**src/hdl/gbe_pkg.sv**
```systemverilog
// Shared constants, command and status types of the grid boundary edge extractor.
// No dependencies; every other file of the block but gbe_item_if imports this package.
`default_nettype none

package gbe_pkg;

    localparam int MAX_ROWS = 64;
    localparam int MAX_COLS = 64;

    localparam int DIM_W   = 7;
    localparam int PAD_W   = 7;
    localparam int XY_W    = 8;
    localparam int YY_W    = 9;
    localparam int CFG_IDX_W = 2;

    localparam int MEM_DEPTH = MAX_ROWS * MAX_COLS;
    localparam int ADDR_W    = (MEM_DEPTH > 1) ? $clog2(MEM_DEPTH) : 1;
    localparam int AREA_W    = $clog2(MEM_DEPTH + 1);
    localparam int TROW_W    = (MAX_ROWS > 1) ? $clog2(MAX_ROWS) : 1;
    localparam int TCOL_W    = (MAX_COLS > 1) ? $clog2(MAX_COLS) : 1;

    localparam int QUEUE_DEPTH = 2;
    localparam int QP_W        = (QUEUE_DEPTH > 1) ? $clog2(QUEUE_DEPTH) : 1;
    localparam int QC_W        = $clog2(QUEUE_DEPTH + 1);

    localparam logic OP_LOAD = 1'b0;
    localparam logic OP_STEP = 1'b1;

    localparam logic [CFG_IDX_W-1:0] REG_ROW_COUNT = 2'd0;
    localparam logic [CFG_IDX_W-1:0] REG_COL_COUNT = 2'd1;

    localparam logic [1:0] SIDE_UP    = 2'd0;
    localparam logic [1:0] SIDE_DOWN  = 2'd1;
    localparam logic [1:0] SIDE_LEFT  = 2'd2;
    localparam logic [1:0] SIDE_RIGHT = 2'd3;

    typedef struct packed {
        logic op;
        logic solid;
    } cmd_t;

    typedef struct packed {
        logic finished;
        logic busy;
    } bk_stat_t;

endpackage

`default_nettype wire

```
**src/hdl/gbe_fifo.sv**
```systemverilog
// Short command queue between the front stage and the scan engine.
// Depends on gbe_pkg.
`default_nettype none

module gbe_fifo (
    input  wire logic          clk,
    input  wire logic          rst_n,
    input  wire gbe_pkg::cmd_t in_cmd,
    input  wire logic          in_valid,
    output logic               in_ready,
    output gbe_pkg::cmd_t      out_cmd,
    output logic               out_valid,
    input  wire logic          out_ready
);
    import gbe_pkg::*;

    cmd_t            slot_reg [QUEUE_DEPTH];
    logic [QP_W-1:0] wp_reg;
    logic [QP_W-1:0] wp_next;
    logic [QP_W-1:0] rp_reg;
    logic [QP_W-1:0] rp_next;
    logic [QC_W-1:0] cnt_reg;
    logic [QC_W-1:0] cnt_next;
    logic            push;
    logic            pop;

    assign in_ready  = (cnt_reg != QC_W'(QUEUE_DEPTH));
    assign out_valid = (cnt_reg != '0);
    assign out_cmd   = slot_reg[rp_reg];
    assign push      = in_valid && in_ready;
    assign pop       = out_valid && out_ready;

    always_comb
    begin
        wp_next  = wp_reg;
        rp_next  = rp_reg;
        cnt_next = cnt_reg;
        if (push)
        begin
            wp_next = (wp_reg == QP_W'(QUEUE_DEPTH - 1)) ? '0 : wp_reg + QP_W'(1);
        end
        if (pop)
        begin
            rp_next = (rp_reg == QP_W'(QUEUE_DEPTH - 1)) ? '0 : rp_reg + QP_W'(1);
        end
        if (push && !pop)
        begin
            cnt_next = cnt_reg + QC_W'(1);
        end
        else if (pop && !push)
        begin
            cnt_next = cnt_reg - QC_W'(1);
        end
    end

    always_ff @(posedge clk or negedge rst_n)
    begin
        if (!rst_n)
        begin
            wp_reg  <= '0;
            rp_reg  <= '0;
            cnt_reg <= '0;
        end
        else
        begin
            wp_reg  <= wp_next;
            rp_reg  <= rp_next;
            cnt_reg <= cnt_next;
        end
    end

    always_ff @(posedge clk)
    begin
        if (push)
        begin
            slot_reg[wp_reg] <= in_cmd;
        end
    end

endmodule

`default_nettype wire

```
**config.mk**
```make
export PLATFORM = sky130hd
export DESIGN_NAME = gbe_fifo
export DESIGN_NICKNAME = d
export VERILOG_FILES = /design/src/hdl/gbe_pkg.sv /design/src/hdl/gbe_fifo.sv
export SDC_FILE = /design/constraint.sdc
export NUM_CORES = 1
export LEC_CHECK = 0
export BUFFER_PORTS_ARGS = -buffer_cell sky130_fd_sc_hd__buf_2
export CORE_AREA = 4 4 41 43
export DETAILED_ROUTE_END_ITERATION = 10
export DIE_AREA = 0 0 45 47
export MAX_ROUTING_LAYER = met4
export PLACE_DENSITY_LB_ADDON = 0.05
export SYNTH_ARGS = -nofsm -noshare
export SYNTH_HDL_FRONTEND = slang
export SYNTH_SLANG_ARGS = --single-unit
```
**constraint.sdc**
```tcl
create_clock -name clk -period 2.8 [get_ports clk]
set_clock_uncertainty 0.2 [all_clocks]
set_input_delay 0.56 -clock clk [delete_from_list [all_inputs] [get_ports clk]]
set_output_delay 0.56 -clock clk [all_outputs]
set_load 0.01 [all_outputs]
```
==> results of run 1 <==
[cell type report]
| type | count | area share |
|---|---|---|
| tap | 15 | 0.04132 |
| timing repair buffer | 10 | 0.1212 |
| sequential | 8 | 0.4848 |
| clock buffer | 4 | 0.05785 |
| multi-input combinational | 15 | 0.2865 |
| inverter | 1 | 0.008264 |
[critical path, cell delays in order, from the launching register on]
cell and delay (ns):
dfrtp_1 0.39, mux2_2 0.34, buf_2 0.14
[cell usage after synthesis (all sizes together)]
library cell	n	area, µm²
dfrtp	4	100.1
ha	1	12.51
nand2b	1	13.76
inv	1	3.750
nand2	2	15.01
and3	1	6.260
mux2	2	22.52
or2	1	8.760
xnor2	3	26.28
xor2	2	17.52
nor2	2	7.510
edfxtp	4	120.1
[power by group through the flow]
stage	Combinational, mW	Sequential [mW]	Clock, mW
final	0.191	0.211	0.0920
after global placement	0.190	0.213	0
after global routing	0.215	0.218	0.102
after detailed placement	0.191	0.214	0
after CTS	0.196	0.212	0.0974
after floorplan	0.148	0.205	0
[path summary, 6_finish.rpt]
| path | startpoint | endpoint | slack [ns] | cells past startpoint |
|---|---|---|---|---|
| setup reg to reg | cnt_reg[0] | cnt_reg[1] | 1.15 | 6 |
| hold reg to reg | wp_reg | wp_reg | 0.30 | 1 |
| hold / removal | wp_reg | wp_reg | 0.30 | 1 |
| max in group asynchronous | rst_n | cnt_reg[1] | 1.82 | 2 |
| setup / recovery | rp_reg | out_cmd[0] | 0.92 | 2 |
| min in group asynchronous | rst_n | wp_reg | 0.44 | 2 |
[layer usage]
layer	part of all wire	GRT usage
met4	0.0071	0.05263
met2	0.43	0.09322
met3	0.10	0.03831
met5	0	-
met1	0.45	0.08858
[cells by family after synthesis]
| group | share of synthesized area |
|---|---|
| adder cells (fa/ha/maj) | 0.03533 |
| multiplexers | 0.06360 |
| flip-flops | 0.6219 |
| XOR/XNOR | 0.1237 |
| buffers and inverters | 0.01059 |
| AND/OR/NAND/NOR | 0.1449 |
[what timing repair did]
action / 4_1_cts / 5_1_grt
hold buffers: 1 / 0
hold endpoints to repair: 4 / 0
gates resized for setup: 0 / 0
==> impl.org, run 1 <==
** Synth
- Sequential area share after synthesis :: 0.6219
- The number of nets handed over by synthesis was 31.
- Cell area after synthesis :: about 350 µm²
- Number of distinct library cell variants in the gate-level netlist after synthesis :: 13
- Synthesis Warnings :: 0
- The synthesized design contains 8 register bits.
- Average size of a mapped cell :: about 15 µm²
- Synth Instances :: 24

** STA
- Setup TNS Final :: 0 ns
- In the finished design, the share of the clock period the worst path needs comes to 0.6716.
- Min Clock Period, post-route :: 1.881 ns
- Hold is met by 0.2962 ns.
- Setup violation total in the final timing report :: 0
- Pin slew with the least headroom to its limit :: around 0.18 ns
- Final max-slew violation count :: 0
- Worst slew margin relative to its limit :: 0.8813
- Final number of hold-violating endpoints :: 0
- Timing would allow up to approximately 530 MHz.
- RSZ-0062 raised after global routing :: false
- Setup slack on the critical path of the routed design comes to 0.9194 ns.

** Setup path
- Data required time of the critical path :: 2.04 ns
- The worst setup path is launched from a flop.
- In this run the worst path has a maximum fanout of 3.
- By startpoint and endpoint, the worst setup path is classified as reg2out.
- STA classifies the critical path endpoint as an output port.
- Endpoint arrival time on the critical path :: approximately 1.1 ns

** Global routing
- Pin count of the biggest net entering global routing :: 6
- Global routing finished with a remaining overflow of 0.
- The number of antenna violations at the first check in global routing came to 0.
- Vias in the first global route :: 260
- Global-route wire length before repair :: slightly above 1 mm
- Total global routing track utilization :: 0.07407

** Routing
- Before antenna repair, the detailed router went through 2 iterations.
- Avg Vias per Cell :: 3.887
- Average detailed-routed wire length per instance :: roughly 11 µm
- The detailed router placed around 210 vias in this run.
- For this block, the initial DRC count from the detailed router was 3.
- Once detail routing completed, the nets flagged for antenna violations numbered 0.
- Residual DRC count :: 0
- Summed over all layers, the routed wires come to roughly 560 µm.

** CTS
- The later pin in the worst-skew pair is clocked with a latency of 0.25 ns.
- TritonCTS built the clock tree.
- Buffers added to address setup during post-CTS repair amount to 0.
- H-Tree Depth :: 1
- The longest clock path from root to sink contains 2 buffers.
- Number of buffers created by CTS :: 3
- CTS saw 8 sinks.
- Clock slew seen by the registers of the worst setup and hold paths :: roughly 0.06 ns
- CTS placed an instance of clkbuf_4 at the clock tree root.

** Floorplanning
- Placeable core region :: roughly 1300 µm²
- 10 I/O pins were placed.
- Num rows :: 13
- Area of the die :: about 2100 µm²
- Die boundary height :: 47 µm
- For this configuration, the core starts out at a cell density of 0.2721.
- Die width :: around 45 µm

** Power and ir drop
- Relative contribution of sequential cells to total power :: 0.427
- Cell-internal power :: between 0.3 and 0.4 mW
- Leak pwr :: about 0.21 nW
- For this design the ratio of total power to cell area is around 1100 nW/µm².
- Fraction of power consumed by combinational cells :: 0.386
- Sw Share :: 0.3236
- Design Power :: 0.4934 mW
- The analysis attributes to net switching a power of 0.1597 mW.
- Worst IR Drop VDD :: 0.3648 mV
- Relative contribution of the clock network to total power :: 0.187

** Min path
- Tightest Hold Check Type :: reg2reg

** Layout
- Leaving out fill and tap cells, the most frequent cell in the layout is buf_2.
- Post-layout net count :: 46
- Util after Layout :: 0.3490
- Area taken by flip-flops and latches :: around 220 µm²
- Summing all multi-input logic gate instances after layout gives ~130 µm².
- The register with the most flip-flops in the layout has 4 of them.
- The top cell types in the final layout, fill and taps aside, are 9 x buf_2, 4 x dfrtp_1, 4 x edfxtp_1, 3 x xnor2_1, 3 x clkbuf_4.
- Of the cells placed in the final design, the portion with a size suffix greater than 1 is 0.4474.
- After filler insertion, the fill cell instance count of the layout stands at around 140.
- Antenna Diode Count :: 0
- Final Cell Area :: 454.2 µm²
- From synthesis to final layout, the design area changed by 28.27%.
- Post-layout instance count excluding filler cells :: 53

** Status
- The run finished with clean final reports.

** Placed design
- Post-placement worst setup slack :: 1.082 ns
- Number of placed cells counting well taps :: 48
- Routability-driven placement finished with a final weighted congestion of approximately 0.71.
- Port Buffers :: 9
- Placed instance area :: 417.9 µm²

** Run
- Number of max-cap violations :: 0
No activity file was read; power rests on OpenSTA's default activity.
==> inputs of run 2 (changes only) <==
==> constraint.sdc (replaced) <==
create_clock -name clk -period 1.6 [get_ports clk]
set_clock_uncertainty 0.2 [all_clocks]
set_input_delay 0.32 -clock clk [delete_from_list [all_inputs] [get_ports clk]]
set_output_delay 0.32 -clock clk [all_outputs]
set_load 0.01 [all_outputs]
==> run 2 against run 1 <==
  * The run now ends with negative setup slack left
  * Flip-flop and latch count is the same
  * Via count grew 13%
  * Sequential share of layout area shrank 6.6 points
  * Critical endpoint is now out_cmd[1]
  * Combinational power grew to 2.7 times the previous value
  * Wire length grew 11%
  * First-iteration DRC count shrank 67%
  * Critical path type unchanged
  * Die area is the same
  * Highest routed layer unchanged
  * Non-clock buffer count grew 4
==> impl.org, run 2 (same netlist as run 1, synthesis figures left out) <==
** CTS
- The clock root buffer was clkbuf_4 (unchanged).
- H-Tree Depth :: 1 (unchanged)
- The clock tree buffer depth is 2 (unchanged).
- TritonCTS clock tree :: yes (unchanged)
- The sink count of the clock tree came to 8 (unchanged).
- The later-pin clock latency in the skew report was 0.25 ns (about the same).
- The clock-pin slew on the worst setup and hold paths is 0.05 ns (was 0.06 ns).
- The number of buffers created by CTS is 3 (unchanged).

** Routing
- The residual DRC count was 0 (unchanged).
- Count of nets left with antenna violations after detail routing :: 0 (unchanged)
- The length of the first detailed-routing pass in iterations came to 2 (unchanged).
- The post-detailed-routing wire length came to 624 µm (was 560 µm).
- The routed wire length per instance is 10.95 µm (was 10.57 µm).
- The average vias per placed instance is 4.070 (was 3.887).
- Count of vias placed by the detailed router :: 232 (was 206)
- Initial DRC Count :: 1 (was 3)

** Floorplanning
- Die boundary height :: 47 µm (unchanged)
- Num rows :: 13 (unchanged)
- Starting density of the core :: 0.2721 (unchanged)
- Die width :: 45 µm (unchanged)
- Area of the die :: 2115 µm² (unchanged)
- The number of placed I/O pins was 10 (unchanged).
- Placeable core region :: 1301 µm² (unchanged)

** STA
- The least setup slack across all paths after layout came to -0.02212 ns (was 0.9194 ns).
- The smallest clock period supported by the final layout is computed as about 1.6 ns.
- The max-slew violation total from the final report is 0 (unchanged).
- Fmax achieved :: between 600 and 700 MHz
- The final number of setup-violating endpoints came to 2 (was 0).
- The actual transition at the worst max-transition pin came to 0.1719 ns (was 0.1781 ns).
- RSZ-0062 raised after global routing :: true (was false)
- The final-report hold violation count was 0 (unchanged).
- The worst relative slew slack was 0.8850 (was 0.8813).
- Part of the cycle the worst path needs :: 1.014

** Layout
- Final Cell Area :: 525.5 µm² (was 454.2 µm²)
- Antenna Diode Count :: 0 (unchanged)
- Proportion of layout cells with a drive suffix above 1 :: 0.5714 (was 0.4474)
- Post-layout net count :: 50 (was 46)
- Top library cells by usage in the layout, fill and taps aside: 6 x buf_2, 4 x dfrtp_1, 4 x buf_4, 4 x edfxtp_1 (was 9 x buf_2, 4 x dfrtp_1, 4 x edfxtp_1, 3 x xnor2_1, 3 x clkbuf_4).
- The most common cell after layout, fill and taps aside is buf_2 (unchanged).
- Layout overhead on the synthesized area :: 48.41% (was 28.27%)
- The layout filler cell count is 138 (was 141).
- The flip-flop count of the largest register after layout is 4 (unchanged).

** Placed design
- Placer congestion estimate :: 0.7217 (was 0.7094)
- The number of I/O port buffers came to 9 (unchanged).
- The total placed instance area was 425.4 µm² (was 417.9 µm²).
- Post-DP HPWL :: between 400 and 500 µm

** Run
- The count of max-cap constraint violations came to 0 (unchanged).

** Global routing
- Global-route wire length before repair :: 1.000 mm (was 1.035 mm)
- Antenna violations before repair :: 0 (unchanged)
- The overall global routing resource usage came to 0.07686 (was 0.07407).
- The leftover overflow at the end of global routing is 0 (unchanged).
- The via count of the first global-routing pass came to 227 (was 260).
- The maximum number of pins on one net before global-route repair was 6 (unchanged).

** Power and ir drop
- The switching power is 0.3261 mW (was 0.1597 mW).
- The switching portion of total power was 0.3135 (was 0.3236).
- Relative contribution of the clock network to total power :: 0.157 (was 0.187)
- Leak pwr :: 0.2387 nW (was 0.2054 nW)
- The maximum vdd ir drop was 0.6578 mV (was 0.3648 mV).
- The power per unit of standard cell area came to 1979 nW/µm² (was 1086 nW/µm²).
- Relative contribution of sequential cells to total power :: 0.339 (was 0.427)
- Design Power :: 1.040 mW (was 0.4934 mW)
- The internal power component was 0.7141 mW (was 0.3337 mW).
- The combinational fraction of design power was 0.504 (was 0.386).

** Setup path
- Kind of start point of the critical path :: flop (unchanged)
- The path type of the worst setup path is reg2out (unchanged).
- Type of element capturing the critical path :: output port (unchanged)
- Data required time of the critical path :: 1.08 ns (was 2.04 ns)
- The data arrival time of the critical path was 1.10 ns (was 1.12 ns).
- Startpoint of the most critical register-to-register path :: cnt_reg[0] (unchanged)
- Largest driver fanout on the critical path :: 3 (unchanged)
- The launch point of the critical path is rp_reg (unchanged).

** Min path
- Tightest Hold Check Type :: in2reg (was reg2reg)
- The hold path startpoint is in_cmd[0] (was wp_reg).

** Status
- The final reports fail on negative setup slack.
- Outcome :: finished, violations left (was complete, no violations)
run 2: cell count changes in the layout (fill, tap and decap cells not counted), moves of 2 or more:
cell and change:
mux2_4 +2, buf_4 +4, buf_6 +3, buf_2 -3, mux2_2 -2
run 2: metal layers:
layer | wire [µm] | GRT usage | vias up
li1 | - | - | 116
met1 | 280 | 0.07783 | 107
met2 | 298 | 0.1017 | 7
met3 | 42 | 0.03448 | 2
met4 | 4 | 0.08772 | 0
met5 | 0 | - | -
run 2: worst paths after layout:
kind | to | slack, ns | cells past startpoint
setup / recovery | out_cmd[1] | -0.02 | 2
hold / removal | slot_reg[0][0] | 0.06 | 1
setup reg to reg | cnt_reg[1] | 0.04 | 6
hold reg to reg | wp_reg | 0.29 | 1
max in group asynchronous | wp_reg | 0.87 | 2
min in group asynchronous | cnt_reg[1] | 0.21 | 2
run 2: area by class of cell:
class / instances / area (µm²) / area share
clock buffers: 4 / 26.28 / 0.05000
inverters: 1 / 3.754 / 0.007143
multi-input cells: 15 / 152.6 / 0.2905
flip-flops and latches: 8 / 220.2 / 0.4190
well taps: 15 / 18.77 / 0.03571
repair buffers: 14 / 103.9 / 0.1976
run 2: power groups by stage:
stage	Clock (mW)	Sequential [mW]	Combinational, mW
CTS	0.172	0.352	0.473
detailed placement	0	0.376	0.343
finish	0.164	0.352	0.524
global route	0.183	0.364	0.567
global placement	0	0.372	0.342
floorplan	0	0.360	0.258
run 2: per-stage QoR:
| stage | setup TNS, ns | setup slack, ns | hold WS [ns] | util | instances |
|---|---|---|---|---|---|
| floorplan | 0 | 0.03582 | -0.1756 | - | 24 |
| global placement | 0 | 0.03250 | -0.06799 | 0.3269 | 49 |
| detailed placement | 0 | 0.01666 | -0.06115 | 0.3269 | 49 |
| CTS | -0.06602 | -0.03495 | 0.04603 | 0.3875 | 57 |
| global route | -0.1815 | -0.06637 | 0.04904 | 0.4038 | 57 |
| finish | -0.03876 | -0.02212 | 0.05832 | 0.4038 | 57 |
run 2: what timing repair did:
action / in CTS / in global routing
setup endpoints to repair: 4 / 4
hold buffers: 1 / 0
resized for setup: 4 / 4
endpoints found under the hold margin: 4 / 0
buffers inserted: 3 / 0
pin swaps: 1 / 1
run 2: critical path, stage by stage, from the launching register on:
cell and delay [ns]:
dfrtp_1 0.41, mux2_4 0.32, buf_6 0.12
==> inputs of run 3 (changes only) <==
--- a/config.mk
+++ b/config.mk
@@ -7,6 +7,7 @@
 export LEC_CHECK = 0
 export BUFFER_PORTS_ARGS = -buffer_cell sky130_fd_sc_hd__buf_2
 export CORE_AREA = 4 4 41 43
+export CTS_BUF_LIST = sky130_fd_sc_hd__clkbuf_16
 export DETAILED_ROUTE_END_ITERATION = 10
 export DIE_AREA = 0 0 45 47
 export MAX_ROUTING_LAYER = met4
==> run 3 against run 2 <==
  * The run now ends clean
  * Global-route usage down 0.33 points
  * Final area is 8.1% higher
  * Power is 21% higher
  * Worst hold slack gained 0.023 ns
  * Sequential power increased by 5%
  * Cell count down 1.8%
  * Core utilization grew 3.3 points
  * Combinational power is 9.5% lower
  * Die area did not move
  * Critical path type unchanged
  * Largest power group unchanged
  * Highest routed layer unchanged
==> impl.org, run 3 (same netlist as run 1, synthesis figures left out) <==
** Status
- Outcome: complete, no violations (was finished, violations left).

** CTS
- Buffer depth of the longest clock path :: 2 (unchanged)
- The later-pin clock latency in the skew report came to 0.23 ns (was 0.25 ns).
- TritonCTS sink count :: 8 (unchanged)
- The number of buffers created by CTS came to 3 (unchanged).
- Clock slew seen by the registers of the worst setup and hold paths :: 0.04 ns (was 0.05 ns)
- The number of H-tree levels was 1 (unchanged).
- The CTS tree is yes (unchanged).
- CTS root buffer :: clkbuf_16 (was clkbuf_4)

** STA
- Final max-slew violation count :: 0 (unchanged)
- The total negative setup slack was 0 ns (was -0.03876 ns).
- Min Clock Period, post-route :: 1.592 ns (was 1.622 ns)
- The worst relative slew slack was 0.8868 (was 0.8850).
- Pin slew with the least headroom to its limit :: 0.1692 ns (was 0.1719 ns)
- The final-report hold violation count came to 0 (unchanged).
- RSZ-0062 raised after global routing: true (unchanged).
- The maximum clock rate was 628.2 MHz (was 616.5 MHz).
- The worst hold slack is 0.08104 ns (was 0.05832 ns).
- Part of the cycle the worst path needs :: 0.9949 (was 1.014)
- The least setup slack across all paths after layout came to 0.008140 ns (was -0.02212 ns).
- The final number of setup-violating endpoints came to 0 (was 2).

** Routing
- The total via count in the routed design was 226 (was 232).
- The post-detailed-routing wire length is 618 µm (was 624 µm).
- The average vias per placed instance is 4.036 (was 4.070).
- The number of DRC markers in iteration 0 is 0 (was 1).
- The number of nets with antenna violations after detailed routing was 0 (unchanged).
- Residual DRC count :: 0 (unchanged)
- Average detailed-routed wire length per instance :: 11.04 µm (was 10.95 µm)
- Detailed Routing Iterations Pass 1 :: 1 (was 2)

** Floorplanning
- Area of the die :: 2115 µm² (unchanged)
- Die boundary height :: 47 µm (unchanged)
- The placeable core area was 1301 µm² (unchanged).
- The number of core rows was 13 (unchanged).
- I/O pin count :: 10 (unchanged)
- The initial core utilization came to 0.2721 (unchanged).
- The die outline width is 45 µm (unchanged).

** Global routing
- The leftover overflow at the end of global routing came to 0 (unchanged).
- Antenna violations before repair :: 0 (unchanged)
- Vias in the first global route :: 231 (was 227)
- Pin count of the biggest net entering global routing :: 6 (unchanged)
- The overall global routing resource usage is 0.07355 (was 0.07686).
- Global-route wire length before repair :: 993 µm (was 1.000 mm)

** Layout
- The area overhead of the layout relative to synthesis is 60.42% (was 48.41%).
- Util after Layout :: 0.4365 (was 0.4038)
- Final Cell Area :: 568.0 µm² (was 525.5 µm²)
- Most frequent standard cell in the layout excluding fill and tap cells :: buf_2 (unchanged)
- The flip-flop count of the largest register after layout is 4 (unchanged).
- The number of cells in the finished layout apart from fillers came to 56 (was 57).
- Proportion of layout cells with a drive suffix above 1 :: 0.5854 (was 0.5714)
- Top library cells by usage in the layout, fill and taps aside: 7 x buf_2, 4 x edfxtp_1 (was 6 x buf_2, 4 x dfrtp_1, 4 x buf_4, 4 x edfxtp_1).
- Number of filler instances in the final layout :: 132 (was 138)
- Antenna Diode Count :: 0 (unchanged)
- Post-layout net count :: 49 (was 50)

** Run
- Number of max-cap violations :: 0 (unchanged)

** Placed design
- The number of placed instances with taps included is 49 (unchanged).
- Post-DP HPWL :: 450.8 µm (unchanged)
- Port Buffers :: 9 (unchanged)
- The global placer's final weighted congestion was 0.7217 (unchanged).
- Post-placement worst setup slack :: 0.01666 ns (unchanged)
- The total placed instance area is 425.4 µm² (unchanged).

** Setup path
- The highest-delay cell along the critical path is dfrtp_1 (unchanged).
- The required time at the worst-slack endpoint was 1.08 ns (about the same).
- Ordered cell list for the critical path :: mux2_4 -> buf_6 (unchanged)
- The sort of element at the start of the critical path is a flop (unchanged).
- Endpoint arrival time on the critical path :: 1.07 ns (was 1.10 ns)
- The delay of the slowest cell on the worst path came to 0.41 ns (about the same).
- Largest driver fanout on the critical path :: 3 (unchanged)
- Type of element capturing the critical path :: output port (unchanged)
- The kind of cell adding the most delay to the critical path is flip-flops (unchanged).
- The path type of the worst setup path is reg2out (unchanged).
- The number of buffer and inverter stages on the critical path came to 1 (unchanged).

** Power and ir drop
- Worst IR Drop VDD :: 0.8024 mV (was 0.6578 mV)
- Leak pwr :: 0.2589 nW (was 0.2387 nW)
- The total power is 1.262 mW (was 1.040 mW).
- Power per cell area :: 2221 nW/µm² (was 1979 nW/µm²)

** Min path
- The type of the most critical hold path is in2reg (unchanged).
[run 3: cell type report]
cell class                      count  area, µm²  area share
Clock buffer                        3      75.07      0.1322
Clock inverter                      1      3.754    0.006608
Inverter                            1      3.754    0.006608
Multi-Input combinational cell     15      155.1      0.2731
Sequential cell                     8      221.5      0.3899
Tap cell                           15      18.77     0.03304
Timing Repair Buffer               13      90.09      0.1586
[run 3: worst paths after layout]
| check | start | end | slack (ns) | cells after the start |
|---|---|---|---|---|
| max | rp_reg | out_cmd[1] | 0.008 | 2 |
| min | in_cmd[0] | slot_reg[0][0] | 0.08 | 1 |
| max reg2reg | cnt_reg[1] | cnt_reg[1] | 0.02 | 6 |
| min reg2reg | wp_reg | wp_reg | 0.28 | 1 |
| max in group asynchronous | rst_n | cnt_reg[1] | 0.82 | 2 |
| min in group asynchronous | rst_n | wp_reg | 0.23 | 2 |
[run 3: where the power goes]
group / internal (mW) / total, mW / switching, mW
clock: 0.325 / 0.419 / 0.0938
combinational: 0.287 / 0.474 / 0.188
sequential: 0.305 / 0.369 / 0.0631
[run 3: timing repair]
action	in CTS	in global routing
buffers inserted	2	0
setup endpoints to repair	3	4
gates resized for setup	0	8
hold buffers	1	0
pin swaps	0	0
endpoints found under the hold margin	4	0
[run 3: layer usage]
metal  global-route usage  wire [µm]
met5                    -          0
met4              0.07018          4
met3              0.03448         41
met2              0.09605        299
met1              0.08019        274
